### config.mk
export PLATFORM = sky130hd
export DESIGN_NAME = tga_rle_image_decoder
export DESIGN_NICKNAME = d
export VERILOG_FILES = /design/src/hw/rtl/tga_dec_pkg.sv /design/src/hw/rtl/tga_dec_core.sv /design/src/hw/rtl/tga_dec_out.sv /design/src/hw/rtl/tga_rle_image_decoder.sv
export SDC_FILE = /design/constraint.sdc
export NUM_CORES = 1
export LEC_CHECK = 0
export BUFFER_PORTS_ARGS = -buffer_cell sky130_fd_sc_hd__buf_2
export CAP_MARGIN = 10
export CORE_MARGIN = 1.5
export CORE_UTILIZATION = 45
export CTS_CLUSTER_DIAMETER = 80
export DETAILED_ROUTE_END_ITERATION = 16
export PLACE_DENSITY = 0.71
export SLEW_MARGIN = 20
export SYNTH_ARGS = -nofsm -noshare
export SYNTH_HDL_FRONTEND = slang
export SYNTH_SLANG_ARGS = --single-unit
### constraint.sdc
create_clock -name clk -period 11.45 [get_ports clk]
set_clock_uncertainty 0.2 [all_clocks]
set_input_delay 0.5725 -clock clk [delete_from_list [all_inputs] [get_ports clk]]
set_output_delay 0.5725 -clock clk [all_outputs]
set_load 0.005 [all_outputs]
### src/hw/rtl/tga_dec_pkg.sv
// Shared types and constants of the TGA true-color image decoder.
package tga_dec_pkg;

    // Result kinds carried on the master-side tuser.
    localparam logic [1:0] KIND_RUN        = 2'd0;
    localparam logic [1:0] KIND_BAD_TYPE   = 2'd1;
    localparam logic [1:0] KIND_BAD_FORMAT = 2'd2;

    // Header byte positions.
    localparam logic [4:0] HDR_TYPE_POS     = 5'd2;
    localparam logic [4:0] HDR_ID_LAST_POS  = 5'd7;
    localparam logic [4:0] HDR_WIDTH_LO_POS = 5'd12;
    localparam logic [4:0] HDR_WIDTH_HI_POS = 5'd13;
    localparam logic [4:0] HDR_HEIGHT_LO_POS = 5'd14;
    localparam logic [4:0] HDR_HEIGHT_HI_POS = 5'd15;
    localparam logic [4:0] HDR_DEPTH_POS    = 5'd16;
    localparam logic [4:0] HDR_LAST_POS     = 5'd17;

    // Header codes.
    localparam logic [7:0] TYPE_RAW  = 8'd2;
    localparam logic [7:0] TYPE_RLE  = 8'd10;
    localparam logic [7:0] DEPTH_24  = 8'd24;
    localparam logic [7:0] DEPTH_32  = 8'd32;

    // RLE packet header: below MAX_PACKET is a raw group, else a repeat.
    localparam logic [7:0] MAX_PACKET   = 8'd128;
    localparam logic [7:0] PACKET_BIAS  = 8'd127;
    localparam logic [7:0] ALPHA_OPAQUE = 8'd255;

    // Master-side tdata layout, lowest bit first.
    localparam int START_LSB  = 0;
    localparam int COUNT_LSB  = 32;
    localparam int RED_LSB    = 40;
    localparam int GREEN_LSB  = 48;
    localparam int BLUE_LSB   = 56;
    localparam int ALPHA_LSB  = 64;
    localparam int WIDTH_LSB  = 72;
    localparam int HEIGHT_LSB = 88;
    localparam int M_DATA_W   = 104;

    typedef struct packed {
        logic [1:0]  kind;
        logic [31:0] start_index;
        logic [7:0]  repeat_count;
        logic [7:0]  red;
        logic [7:0]  green;
        logic [7:0]  blue;
        logic [7:0]  alpha;
        logic        image_done;
        logic [15:0] image_width;
        logic [15:0] image_height;
    } res_t;

endpackage

### src/hw/rtl/tga_dec_core.sv
// Decoder state and the per-byte step logic for header, packet and pixel bytes.
module tga_dec_core
(
    input  logic                 clk,
    input  logic                 rst_n,
    input  logic                 step,
    input  logic [7:0]           byte_value,
    input  logic                 first_byte,
    output logic                 res_valid,
    output tga_dec_pkg::res_t    res
);

    typedef enum logic [1:0] {PH_HEADER, PH_PKTHDR, PH_PIXEL, PH_IDLE} phase_t;

    phase_t      phase_reg, phase_next, eff_phase;
    logic [4:0]  hpos_reg, hpos_next, eff_hpos;
    logic        ok_reg, ok_next, eff_ok;
    logic        comp_reg, comp_next, eff_comp;
    logic [15:0] width_reg, width_next, eff_width;
    logic [15:0] height_reg, height_next, eff_height;
    logic        four_reg, four_next, eff_four;
    logic [7:0]  left_reg, left_next, eff_left;
    logic        isrep_reg, isrep_next, eff_isrep;
    logic [1:0]  cpos_reg, cpos_next, eff_cpos;
    logic [7:0]  blue_reg, blue_next;
    logic [7:0]  green_reg, green_next;
    logic [7:0]  red_reg, red_next;
    logic [31:0] done_reg, done_next, eff_done;
    logic [31:0] rem_reg, rem_next, eff_rem;

    logic [31:0] area;
    logic [1:0]  last_pos;
    logic        repeat_run;
    logic [7:0]  want;
    logic        rem_small;
    logic [7:0]  run_count;
    logic        run_done;

    // A first byte restarts the decoder, so the step sees the reset state.
    assign eff_phase  = first_byte ? PH_HEADER : phase_reg;
    assign eff_hpos   = first_byte ? 5'd0 : hpos_reg;
    assign eff_ok     = first_byte ? 1'b1 : ok_reg;
    assign eff_comp   = first_byte ? 1'b0 : comp_reg;
    assign eff_width  = first_byte ? 16'd0 : width_reg;
    assign eff_height = first_byte ? 16'd0 : height_reg;
    assign eff_four   = first_byte ? 1'b0 : four_reg;
    assign eff_left   = first_byte ? 8'd0 : left_reg;
    assign eff_isrep  = first_byte ? 1'b0 : isrep_reg;
    assign eff_cpos   = first_byte ? 2'd0 : cpos_reg;
    assign eff_done   = first_byte ? 32'd0 : done_reg;
    assign eff_rem    = first_byte ? 32'd0 : rem_reg;

    assign area       = {16'd0, eff_width} * {16'd0, eff_height};
    assign last_pos   = eff_four ? 2'd3 : 2'd2;
    assign repeat_run = eff_comp & eff_isrep;
    assign want       = repeat_run ? eff_left : 8'd1;

    // The run is clipped to the pixels left; only the low byte of the
    // remaining count matters once the upper bits are zero.
    assign rem_small  = (eff_rem[31:8] == 24'd0);
    assign run_count  = (!rem_small || (eff_rem[7:0] >= want)) ? want : eff_rem[7:0];
    assign run_done   = rem_small && (eff_rem[7:0] <= want);

    always_comb
    begin
        phase_next  = eff_phase;
        hpos_next   = eff_hpos;
        ok_next     = eff_ok;
        comp_next   = eff_comp;
        width_next  = eff_width;
        height_next = eff_height;
        four_next   = eff_four;
        left_next   = eff_left;
        isrep_next  = eff_isrep;
        cpos_next   = eff_cpos;
        blue_next   = blue_reg;
        green_next  = green_reg;
        red_next    = red_reg;
        done_next   = eff_done;
        rem_next    = eff_rem;
        res_valid   = 1'b0;
        res         = '0;

        case (eff_phase)
            PH_HEADER:
            begin
                hpos_next = eff_hpos + 5'd1;
                if (eff_hpos <= tga_dec_pkg::HDR_ID_LAST_POS)
                begin
                    if (eff_hpos == tga_dec_pkg::HDR_TYPE_POS)
                    begin
                        comp_next = (byte_value == tga_dec_pkg::TYPE_RLE);
                        if (byte_value != tga_dec_pkg::TYPE_RAW &&
                            byte_value != tga_dec_pkg::TYPE_RLE)
                        begin
                            ok_next = 1'b0;
                        end
                    end
                    else if (byte_value != 8'd0)
                    begin
                        ok_next = 1'b0;
                    end
                    if (eff_hpos == tga_dec_pkg::HDR_ID_LAST_POS && !ok_next)
                    begin
                        phase_next = PH_IDLE;
                        res_valid  = 1'b1;
                        res.kind   = tga_dec_pkg::KIND_BAD_TYPE;
                    end
                end
                else if (eff_hpos == tga_dec_pkg::HDR_WIDTH_LO_POS)
                begin
                    width_next = {eff_width[15:8], byte_value};
                end
                else if (eff_hpos == tga_dec_pkg::HDR_WIDTH_HI_POS)
                begin
                    width_next = {byte_value, eff_width[7:0]};
                end
                else if (eff_hpos == tga_dec_pkg::HDR_HEIGHT_LO_POS)
                begin
                    height_next = {eff_height[15:8], byte_value};
                end
                else if (eff_hpos == tga_dec_pkg::HDR_HEIGHT_HI_POS)
                begin
                    height_next = {byte_value, eff_height[7:0]};
                end
                else if (eff_hpos == tga_dec_pkg::HDR_DEPTH_POS)
                begin
                    ok_next   = (byte_value == tga_dec_pkg::DEPTH_24) ||
                                (byte_value == tga_dec_pkg::DEPTH_32);
                    four_next = (byte_value == tga_dec_pkg::DEPTH_32);
                end
                else if (eff_hpos >= tga_dec_pkg::HDR_LAST_POS)
                begin
                    if (!eff_ok || eff_width == 16'd0 || eff_height == 16'd0)
                    begin
                        phase_next       = PH_IDLE;
                        res_valid        = 1'b1;
                        res.kind         = tga_dec_pkg::KIND_BAD_FORMAT;
                        res.image_width  = eff_width;
                        res.image_height = eff_height;
                    end
                    else
                    begin
                        rem_next   = area;
                        done_next  = 32'd0;
                        cpos_next  = 2'd0;
                        phase_next = eff_comp ? PH_PKTHDR : PH_PIXEL;
                    end
                end
            end
            PH_PKTHDR:
            begin
                if (byte_value < tga_dec_pkg::MAX_PACKET)
                begin
                    isrep_next = 1'b0;
                    left_next  = byte_value + 8'd1;
                end
                else
                begin
                    isrep_next = 1'b1;
                    left_next  = byte_value - tga_dec_pkg::PACKET_BIAS;
                end
                cpos_next  = 2'd0;
                phase_next = PH_PIXEL;
            end
            PH_PIXEL:
            begin
                if (eff_cpos < last_pos)
                begin
                    case (eff_cpos)
                        2'd0:    blue_next  = byte_value;
                        2'd1:    green_next = byte_value;
                        default: red_next   = byte_value;
                    endcase
                    cpos_next = eff_cpos + 2'd1;
                end
                else
                begin
                    cpos_next = 2'd0;
                    if (eff_comp)
                    begin
                        if (repeat_run || eff_left <= 8'd1)
                        begin
                            left_next  = 8'd0;
                            phase_next = PH_PKTHDR;
                        end
                        else
                        begin
                            left_next = eff_left - 8'd1;
                        end
                    end
                    res_valid        = 1'b1;
                    res.kind         = tga_dec_pkg::KIND_RUN;
                    res.start_index  = eff_done;
                    res.repeat_count = run_count;
                    res.blue         = blue_reg;
                    res.green        = green_reg;
                    res.red          = eff_four ? red_reg : byte_value;
                    res.alpha        = eff_four ? byte_value :
                                       (repeat_run ? tga_dec_pkg::ALPHA_OPAQUE : 8'd0);
                    res.image_done   = run_done;
                    res.image_width  = eff_width;
                    res.image_height = eff_height;
                    done_next = eff_done + {24'd0, run_count};
                    rem_next  = eff_rem - {24'd0, run_count};
                    if (run_done)
                    begin
                        phase_next = PH_IDLE;
                    end
                end
            end
            default:
            begin
            end
        endcase
    end

    always_ff @(posedge clk or negedge rst_n)
    begin
        if (!rst_n)
        begin
            phase_reg  <= PH_HEADER;
            hpos_reg   <= 5'd0;
            ok_reg     <= 1'b1;
            comp_reg   <= 1'b0;
            width_reg  <= 16'd0;
            height_reg <= 16'd0;
            four_reg   <= 1'b0;
            left_reg   <= 8'd0;
            isrep_reg  <= 1'b0;
            cpos_reg   <= 2'd0;
            done_reg   <= 32'd0;
            rem_reg    <= 32'd0;
        end
        else if (step)
        begin
            phase_reg  <= phase_next;
            hpos_reg   <= hpos_next;
            ok_reg     <= ok_next;
            comp_reg   <= comp_next;
            width_reg  <= width_next;
            height_reg <= height_next;
            four_reg   <= four_next;
            left_reg   <= left_next;
            isrep_reg  <= isrep_next;
            cpos_reg   <= cpos_next;
            done_reg   <= done_next;
            rem_reg    <= rem_next;
        end
    end

    // Color bytes are payload and are always written before they are read.
    always_ff @(posedge clk)
    begin
        if (step)
        begin
            blue_reg  <= blue_next;
            green_reg <= green_next;
            red_reg   <= red_next;
        end
    end

endmodule

### src/hw/rtl/tga_dec_out.sv
// Output register of the decoder that drives the master-side stream.
module tga_dec_out
(
    input  logic                                  clk,
    input  logic                                  rst_n,
    input  logic                                  load,
    input  tga_dec_pkg::res_t                     res,
    output logic                                  free,
    output logic                                  m_tvalid,
    input  logic                                  m_tready,
    output logic [tga_dec_pkg::M_DATA_W-1:0]      m_tdata,
    output logic [1:0]                            m_tuser,
    output logic                                  m_tlast
);

    logic              valid_reg, valid_next;
    tga_dec_pkg::res_t res_reg;

    // The register can take a new item when empty or when its item leaves now.
    assign free = !valid_reg || m_tready;

    always_comb
    begin
        if (load)
        begin
            valid_next = 1'b1;
        end
        else if (m_tready)
        begin
            valid_next = 1'b0;
        end
        else
        begin
            valid_next = valid_reg;
        end
    end

    always_ff @(posedge clk or negedge rst_n)
    begin
        if (!rst_n)
        begin
            valid_reg <= 1'b0;
        end
        else
        begin
            valid_reg <= valid_next;
        end
    end

    always_ff @(posedge clk)
    begin
        if (load)
        begin
            res_reg <= res;
        end
    end

    assign m_tvalid = valid_reg;
    assign m_tuser  = res_reg.kind;
    assign m_tlast  = res_reg.image_done;
    assign m_tdata  = {res_reg.image_height, res_reg.image_width, res_reg.alpha,
                       res_reg.blue, res_reg.green, res_reg.red,
                       res_reg.repeat_count, res_reg.start_index};

endmodule

### src/hw/rtl/tga_rle_image_decoder.sv
// Top level of the TGA raw and RLE true-color decoder: input register, core, output register.
//
//  Channel   Dir  Signals                           Content
//  s_*       in   s_tvalid s_tready s_tdata s_tuser  one file byte, restart flag
//  m_*       out  m_tvalid m_tready m_tdata m_tuser  one pixel run or header error
//                 m_tlast
//
// One byte is taken per clock unless a stalled output holds a result; a byte passes from
// the input register through the step logic; any result it gives goes to the output register.
// The step logic between the two registers sets the rate: one byte per cycle.
// rst_n clears the decoder to wait for header byte 0; a restart flag on a byte
// does the same for that byte. A stalled output holds only bytes that give a result.
module tga_rle_image_decoder
(
    input  logic                                  clk,
    input  logic                                  rst_n,
    input  logic                                  s_tvalid,
    output logic                                  s_tready,
    input  logic [7:0]                            s_tdata,   // [7:0] byte_value
    input  logic [0:0]                            s_tuser,   // [0] first_byte
    output logic                                  m_tvalid,
    input  logic                                  m_tready,
    // [31:0] start_index, [39:32] repeat_count, [47:40] red, [55:48] green,
    // [63:56] blue, [71:64] alpha, [87:72] image_width, [103:88] image_height
    output logic [tga_dec_pkg::M_DATA_W-1:0]      m_tdata,
    output logic [1:0]                            m_tuser,   // [1:0] kind
    output logic                                  m_tlast    // image_done
);

    logic              in_valid_reg, in_valid_next;
    logic [7:0]        in_byte_reg;
    logic              in_first_reg;
    logic              step;
    logic              take;
    logic              res_valid;
    logic              out_free;
    tga_dec_pkg::res_t res;

    // A byte leaves the input register unless it gives a result that cannot be stored.
    assign step     = in_valid_reg && (!res_valid || out_free);
    assign s_tready = !in_valid_reg || step;
    assign take     = s_tvalid && s_tready;

    always_comb
    begin
        if (take)
        begin
            in_valid_next = 1'b1;
        end
        else if (step)
        begin
            in_valid_next = 1'b0;
        end
        else
        begin
            in_valid_next = in_valid_reg;
        end
    end

    always_ff @(posedge clk or negedge rst_n)
    begin
        if (!rst_n)
        begin
            in_valid_reg <= 1'b0;
        end
        else
        begin
            in_valid_reg <= in_valid_next;
        end
    end

    always_ff @(posedge clk)
    begin
        if (take)
        begin
            in_byte_reg  <= s_tdata;
            in_first_reg <= s_tuser[0];
        end
    end

    tga_dec_core u_core
    (
        .clk        (clk),
        .rst_n      (rst_n),
        .step       (step),
        .byte_value (in_byte_reg),
        .first_byte (in_first_reg),
        .res_valid  (res_valid),
        .res        (res)
    );

    tga_dec_out u_out
    (
        .clk      (clk),
        .rst_n    (rst_n),
        .load     (step && res_valid),
        .res      (res),
        .free     (out_free),
        .m_tvalid (m_tvalid),
        .m_tready (m_tready),
        .m_tdata  (m_tdata),
        .m_tuser  (m_tuser),
        .m_tlast  (m_tlast)
    );

`ifndef SYNTHESIS
    // A byte held in the input register is neither lost nor changed.
    assert property (@(posedge clk) disable iff (!rst_n)
        in_valid_reg && !step |=> in_valid_reg && $stable(in_byte_reg) &&
                                  $stable(in_first_reg))
    else $error("input byte lost while waiting");

    // Error results never claim to finish an image.
    assert property (@(posedge clk) disable iff (!rst_n)
        m_tvalid && m_tuser != tga_dec_pkg::KIND_RUN |-> !m_tlast)
    else $error("error result marked as image end");

    // Every pixel run covers between one and a full packet of pixels.
    assert property (@(posedge clk) disable iff (!rst_n)
        m_tvalid && m_tuser == tga_dec_pkg::KIND_RUN |->
            m_tdata[tga_dec_pkg::COUNT_LSB +: 8] != 8'd0 &&
            m_tdata[tga_dec_pkg::COUNT_LSB +: 8] <= tga_dec_pkg::MAX_PACKET)
    else $error("pixel run count out of range");

    // A new result is loaded only when the previous one has left or is leaving.
    assert property (@(posedge clk) disable iff (!rst_n)
        m_tvalid && !m_tready |-> !(step && res_valid))
    else $error("output register overwritten");
`endif

endmodule

**Word-level counts from Yosys, hierarchy flattened**

Index checks and enable logic that the tools add are counted.

- Register bits: 259
- Bits of input ports: 13
- Output and inout bits: 109
- Logic and storage cells: 233

- Add/subtract/negate cells: 7
- $mul: 1
- Order comparisons: 7
- Eq/ne operators: 15
- Mux-type cells: 138
- Bitwise operators: 3
- Reductions and logical operators: 33

Operators by type and width:

| cell | number |
|---|---|
| 2-to-1 mux 32 bit | 29 |
| 2-to-1 mux 16 bit | 12 |
| one-hot mux 32 bit (2 select lines) | 3 |
| 2-to-1 mux 8 bit | 10 |
| 2-to-1 mux 2 bit | 33 |
| 2-to-1 mux 1 bit | 44 |
| adder 32 x 8 -> 32 bit | 1 |
| logical NOT 16 bit | 2 |
| multiplier 16 x 16 -> 32 bit | 1 |
| subtractor 32 x 8 -> 32 bit | 1 |
| logical NOT 24 bit | 1 |
| equality test 5 x 4 -> 1 bit, second input constant | 4 |
| one-hot mux 8 bit (2 select lines) | 1 |
| one-hot mux 2 bit (3 select lines) | 2 |
| AND reduction 4 bit | 3 |
| 2-to-1 mux 5 bit | 2 |
| adder 8 x 1 -> 8 bit, second input constant | 1 |
| equality test 8 x 4 -> 1 bit, second input constant | 1 |
| equality test 8 x 5 -> 1 bit, second input constant | 1 |
| equality test 8 x 6 -> 1 bit, second input constant | 1 |
| >= comparator 8 bit | 1 |
| <= comparator 8 x 1 -> 1 bit, second input constant | 1 |
| <= comparator 8 bit | 1 |
| logical OR 1 bit | 8 |
| other kinds (25) | 40 |

**Depth between registers and ports, before layout**

- Depth in word-level cells: 19
- Depth in mapped cells: 30
- Mapped depth without buffers: 22

**Modules after synthesis**

A second synthesis with hierarchy kept.

- Cell total of the unflattened synthesis: 2365
- Area total of the unflattened synthesis: 22332.7 um2

Modules (own cells, without submodules):

| module | instances | cells each | area an instance (um2) | seq. area each (um2) |
|---|---|---|---|---|
| tga_dec_core | 1 | 2239 | 18723.0 | 3649.8 |
| tga_dec_out | 1 | 110 | 3260.6 | 3238.1 |
| tga_rle_image_decoder | 1 | 16 | 349.1 | 295.3 |

**Worst setup path before layout**

OpenSTA, ideal clock, no wires.

- Path kind: flip-flop to flip-flop
- Start point: register in_first_reg
- End point: register u_out.res_reg (netlist bit u_out.m_tdata[0]), enable pin
- Library setup time: 0.574 ns
- Arrival: 7.906 ns
- Data required time: 10.676 ns
- Slack: 2.770 ns
- Stages on the path, launching flop included: 16
- Path buffers: 7
- Clock period less this slack: 8.680 ns
- Path through: edfxtp_1 > clkbuf_1 > buf_2 > inv_1 > clkbuf_1 > clkbuf_1 > clkbuf_1 > nand2_1 > ha_1 > nor4b_1 > a2111oi_1 > a21oi_1 > o41a_1 > buf_6 > clkbuf_1 > nor2_1

- Cells in the longest elaborated chain, start to end: 17
- Elaborated cells between the ends (all ways): 47
- Classes of those cells: order compare: 3; eq/ne: 8; mux: 24; reduce/logical: 12

Ends and longest elaborated chain:

| element | RTL line | RTL |
|---|---|---|
| from (decl) | tga_rle_image_decoder.sv:32 | `logic in_first_reg;` |
| from (signal assigned) | tga_rle_image_decoder.sv:77 | `in_first_reg <= s_tuser[0];` |
| 2-to-1 mux 16 bit or 2-to-1 mux 1 bit (tied branches) | tga_dec_core.sv:44, tga_dec_core.sv:42 |  |
| logical NOT 16 bit or logical NOT 1 bit (tied branches) | tga_dec_core.sv:134 | `if (!eff_ok \|\| eff_width == 16'd0 \|\| eff_height == 16'd0)` |
| logical OR 1 bit (2 in series) | tga_dec_core.sv:134 |  |
| 2-to-1 mux 1 bit | tga_dec_core.sv:134 |  |
| 2-to-1 mux 1 bit | tga_dec_core.sv:132 | `else if (eff_hpos >= tga_dec_pkg::HDR_LAST_POS)` |
| 2-to-1 mux 1 bit | tga_dec_core.sv:126 | `else if (eff_hpos == tga_dec_pkg::HDR_DEPTH_POS)` |
| 2-to-1 mux 1 bit | tga_dec_core.sv:122 | `else if (eff_hpos == tga_dec_pkg::HDR_HEIGHT_HI_POS)` |
| 2-to-1 mux 1 bit | tga_dec_core.sv:118 | `else if (eff_hpos == tga_dec_pkg::HDR_HEIGHT_LO_POS)` |
| 2-to-1 mux 1 bit | tga_dec_core.sv:114 | `else if (eff_hpos == tga_dec_pkg::HDR_WIDTH_HI_POS)` |
| 2-to-1 mux 1 bit | tga_dec_core.sv:110 | `else if (eff_hpos == tga_dec_pkg::HDR_WIDTH_LO_POS)` |
| 2-to-1 mux 1 bit | tga_dec_core.sv:88 | `if (eff_hpos <= tga_dec_pkg::HDR_ID_LAST_POS)` |
| one-hot mux 1 bit (2 select lines) * | tga_dec_core.sv:84 | `case (eff_phase)` |
| logical NOT 1 bit | tga_rle_image_decoder.sv:40 | `assign step = in_valid_reg && (!res_valid \|\| out_free);` |
| logical OR 1 bit | tga_rle_image_decoder.sv:40 |  |
| logical AND 1 bit | tga_rle_image_decoder.sv:40 |  |
| logical AND 1 bit * | tga_rle_image_decoder.sv:96 | `.load (step && res_valid),` |
| net u_out.load | tga_dec_out.sv:6 | `input logic load,` |
| to (signal assigned) | tga_dec_out.sv:54 | `res_reg <= res;` |
| to (decl) | tga_dec_out.sv:17 | `tga_dec_pkg::res_t res_reg;` |

The timed path passes the listed nets; every way through them passes the cells marked *. The select of a mux whose other input is x is not followed.
A chain may end at the register's enable or synchronous reset.

**Worst setup path in the final report**

- Start point: register in_first_reg
- End point: register u_core.rem_reg[25]

- Cells in the longest elaborated chain, start to end: 16
- Elaborated cells between the ends (all ways): 69
- Classes of those cells: add/sub: 1; mul: 1; order compare: 4; eq/ne: 8; mux: 40; bitwise: 1; reduce/logical: 14

Ends and longest elaborated chain:

| element | RTL line | RTL |
|---|---|---|
| parallel branches: the longest is 16 deep, another holds multiplier 16 x 16 -> 32 bit | -- |  |
| to (signal assigned) | tga_dec_core.sv:248 | `rem_reg <= rem_next;` |
| to (decl) | tga_dec_core.sv:29 | `logic [31:0] rem_reg, rem_next, eff_rem;` |

Parallel ways; which one is timed is not known. The select of a mux whose other input is x is not followed.

==> summary.md <==
| Metric | Value |
|---|---|
| Outcome | `finished clean` |
| DRT Pass-1 Iters | `6` |
| Setup CP Type | `flip-flop to flip-flop` |
| Max cap viols | `0` |
| CTS Buf Count | `30` |
| Synth Register Bits | `259` |
| Worst ir drop on vdd | `0.000131 V` |
| CTS tree | `yes` |
| HP Class | `primary input to flip-flop` |
| Largest net degree at the start of global routing | `68` |
| Initial antenna violation count | `0` |
| Max reg flops | `104` |
| CP Cell Sequence | `buf_4, nor2b_1, and2_1, fa_1, inv_1, fa_1, fa_1, inv_1, ha_1, fa_1, inv_1, fa_1, inv_1, ha_1, a2111oi_0, a21oi_1, a221oi_1, o21ai_0, a41oi_1, xor2_1, o21ai_0` |
| Sum of negative setup slack | `0 ps` |
| Postcts setup bufs | `0` |
| Multi-input logic area | `0.0135 mm²` |
| Hold_ws | `283 ps` |
| Clk_lat worst skew | `610 ps` |
| CP Capture Type | `flip-flop` |
| Number of remaining DRC errors | `0` |
| Yosys warnings | `0` |
| Synth Instances | `2,353` |
| Netlist cell types | `84` |
| First-pass GRT wire length | `99,300 µm` |
| DP Cell Count | `3,039` |
| Clock Root Buffer | `clkbuf_16` |
| Crit-path most repeated cell | `fa_1` |
| HPWL after detailed placement | `43,500 µm` |
| Max Freq | `130 MHz` |
| Lkg Pwr | `10.5 nW` |
| Synth Area per Inst | `9.44 µm²` |
| Final Hold Viols | `0` |
| Slowest library cell on the worst path | `nor2b_1` |
| Remaining Overflow, GRT | `0` |
| CP max stage delay | `890 ps` |
| Reg area | `0.00718 mm²` |
| # setup viols final | `0` |
| Die area | `0.0507 mm²` |
| CTS max path bufs | `3` |
| Initial Util | `45.5%` |
| Fin. max-slew vios | `0` |
| Buf+Inv Stages, Crit Path | `5` |
| RSZ-0062 raised after global routing | `false` |
| Routed WL | `61,000 µm` |
| Final min period | `7710 ps` |
| DR vias/cell | `5.79` |
| Crit. path cell count | `21` |
| Cell with the most instances after synthesis | `nand2_1` |
| Antenna cell count | `0` |
| Cells on worst reg2reg path | `21` |
| DR WL/cell | `19.6 µm` |
| Top cells by instance count after synthesis | `nand2_1 (302), inv_1 (264), and2_1 (199), fa_1 (196), ha_1 (144)` |
| Crit path max-delay family | `adder cells` |
| Fillers | `4,391` |
| DRT iter0 DRCs | `1,871` |
| Synthesized area | `0.0222 mm²` |
| GPL Wtd Cong | `1.01` |
| Port bufs | `121` |
| Vias in the first global route | `18,100` |
| Synth area leaders | `edfxtp_1 (19%), fa_1 (18%), dfrtp_1 (13%)` |
| Post-synth top area share | `18.9%` |
| Die Height | `225 µm` |
| Fin cells | `3,106` |
| I/O Pins | `122` |
| Critical Path RT | `11,690 ps` |
| Sequential area share after synthesis | `32.4%` |
| Ys flop type | `edfxtp_1` |
| Slew @ Worst Pin | `1120 ps` |
| Final net count | `2,771` |
| Area leader, netlist | `edfxtp_1` |
| CP startpoint kind | `flip-flop` |
| H-tree levels | `1` |
| Antenna-violating nets left | `0` |
| Tot GR Track Use | `24.6%` |
| Layout cell share with drive strength beyond 1 | `9.71%` |
| Post-synth EDFFs | `140` |
| Crit path DAT | `7950 ps` |
| Layout area overhead | `10.5%` |
| Die extent in x | `225 µm` |
| Slew headroom | `24.9%` |
| Post-CTS Resized | `0` |
| Hold-critical path depth | `3` |
| Core area | `0.0488 mm²` |
| CTS Sinks | `259` |
| DR vias | `18,000` |
| Syn_nets | `2,706` |
| Power Density | `87.2 mW/mm²` |
| Clock transition at path regs | `60 ps` |
| Crit Path Max Fanout | `33` |
| Row count | `81` |
| Final Cycle Share | `67.4%` |
| Async SR Flop Fraction | `45.9%` |
==> area by class of cell <==
class                   instances  area share (%)
multi-input cells            1695            55.2
repair buffers                168            4.03
flip-flops and latches        259            29.3
well taps                     664            3.38
clock inverters                12           0.683
clock buffers                  44            3.44
inverters                     264            4.04
==> layout by cell type (no fill, tap or decap), types with 7 or more instances in the layout <==
cell type,Yosys,routed
dfrtp_1,118,118
a211oi_1,9,9
nor2_1,114,113
edfxtp_1,140,140
xnor2_1,27,27
or4_1,7,7
xor2_1,19,19
o21ai_1,24,24
o22ai_1,7,7
nand2b_1,8,8
o21ai_0,101,101
nor2b_1,49,42
o31ai_1,15,15
clkbuf_16,0,30
clkbuf_1,108,10
and3_1,13,13
a22oi_1,11,11
a21oi_1,105,105
ha_1,144,144
nand3_1,34,34
nand4_1,20,20
a22o_1,42,42
buf_2,10,120
o21bai_1,10,10
buf_4,1,37
dlygate4sd3_1,0,11
inv_1,264,264
or3_1,8,8
a221oi_1,7,7
and2_1,199,199
a31oi_1,19,19
fa_1,196,196
nor4_1,18,18
nand2_1,302,302
nor3_1,36,35
a21o_1,26,26
nor2b_2,0,7
o21a_1,12,12
o211ai_1,8,8
==> through the flow <==
| step | utilization (%) | setup slack (ps) | total power [mW] | area (µm²) |
|---|---|---|---|---|
| finish | 50.2 | 3740 | 2.14 | 24500 |
| global route | 50.2 | 3280 | 2.21 | 24500 |
| CTS | 50.2 | 3590 | 2.15 | 24500 |
| detailed placement | 47.9 | 3630 | 1.18 | 23400 |
| global placement | 47.9 | 4000 | 1.17 | 23400 |
| floorplan | - | 2770 | 1.13 | 22200 |
==> metal layers <==
metal / track usage [%] / vias to the layer above / routed length (µm) / part of all wire, %
met1: 33.5 / 8870 / 25100 / 41
met3: 4.26 / 143 / 5250 / 8.6
met4: 8.92 / 0 / 2090 / 3.4
li1: - / 8089 / - / -
met5: 0 / - / 0 / 0
met2: 39.4 / 869 / 28600 / 47
==> kinds of logic (layout without fill, tap and decap cells) <==
kind of cell,Yosys count,in the layout,synth area share (%)
AOI/OAI and AO/OA,464,464,13.9
xor gates and xnor gates,46,46,1.81
adders and majority gates,340,340,25.8
buffers and inverters,399,488,6.89
DFF,259,259,32.4
muxes,7,7,0.344
and+or+nand+nor,838,838,18.9
==> worst register-to-register path, cell delays in order, from the launching register on <==
cell and delay [ps]:
edfxtp_1 360, buf_4 260, nor2b_1 900, and2_1 280, fa_1 440, inv_1 80
fa_1 440, fa_1 520, inv_1 50, ha_1 280, fa_1 510, inv_1 60
fa_1 470, inv_1 50, ha_1 340, a2111oi_0 650, a21oi_1 250, a221oi_1 530
o21ai_0 310, a41oi_1 310, xor2_1 180, o21ai_0 90
==> repair_timing <==
item,CTS,global route
hold buffers,11,0
endpoints found under the setup margin,0,0
endpoints found under the hold margin,62,0
==> worst paths after layout <==
path                       slack (ps)                        endpoint                            from
min                               280      u_out.m_tvalid$_DFFE_PN0P_                        m_tready
max reg2reg                      3740  u_core.rem_reg[25]$_DFFE_PN0P_          in_first_reg$_DFFE_PP_
min reg2reg                       280  u_core.done_reg[8]$_DFFE_PN0P_  u_core.done_reg[8]$_DFFE_PN0P_
max in group asynchronous        9160  u_core.rem_reg[29]$_DFFE_PN0P_                           rst_n
min in group asynchronous         360  u_core.done_reg[3]$_DFFE_PN0P_                           rst_n
max                              3740  u_core.rem_reg[25]$_DFFE_PN0P_          in_first_reg$_DFFE_PP_
==> report_power, final <==
group / total [mW] / switching [mW] / internal (mW)
Combinational: 0.157 / 0.106 / 0.0516
Clock: 0.973 / 0.411 / 0.562
Sequential: 1.01 / 0.0219 / 0.989
Total: 2.14 / 0.538 / 1.60
Note: power is estimated with default switching activity, not from simulation.
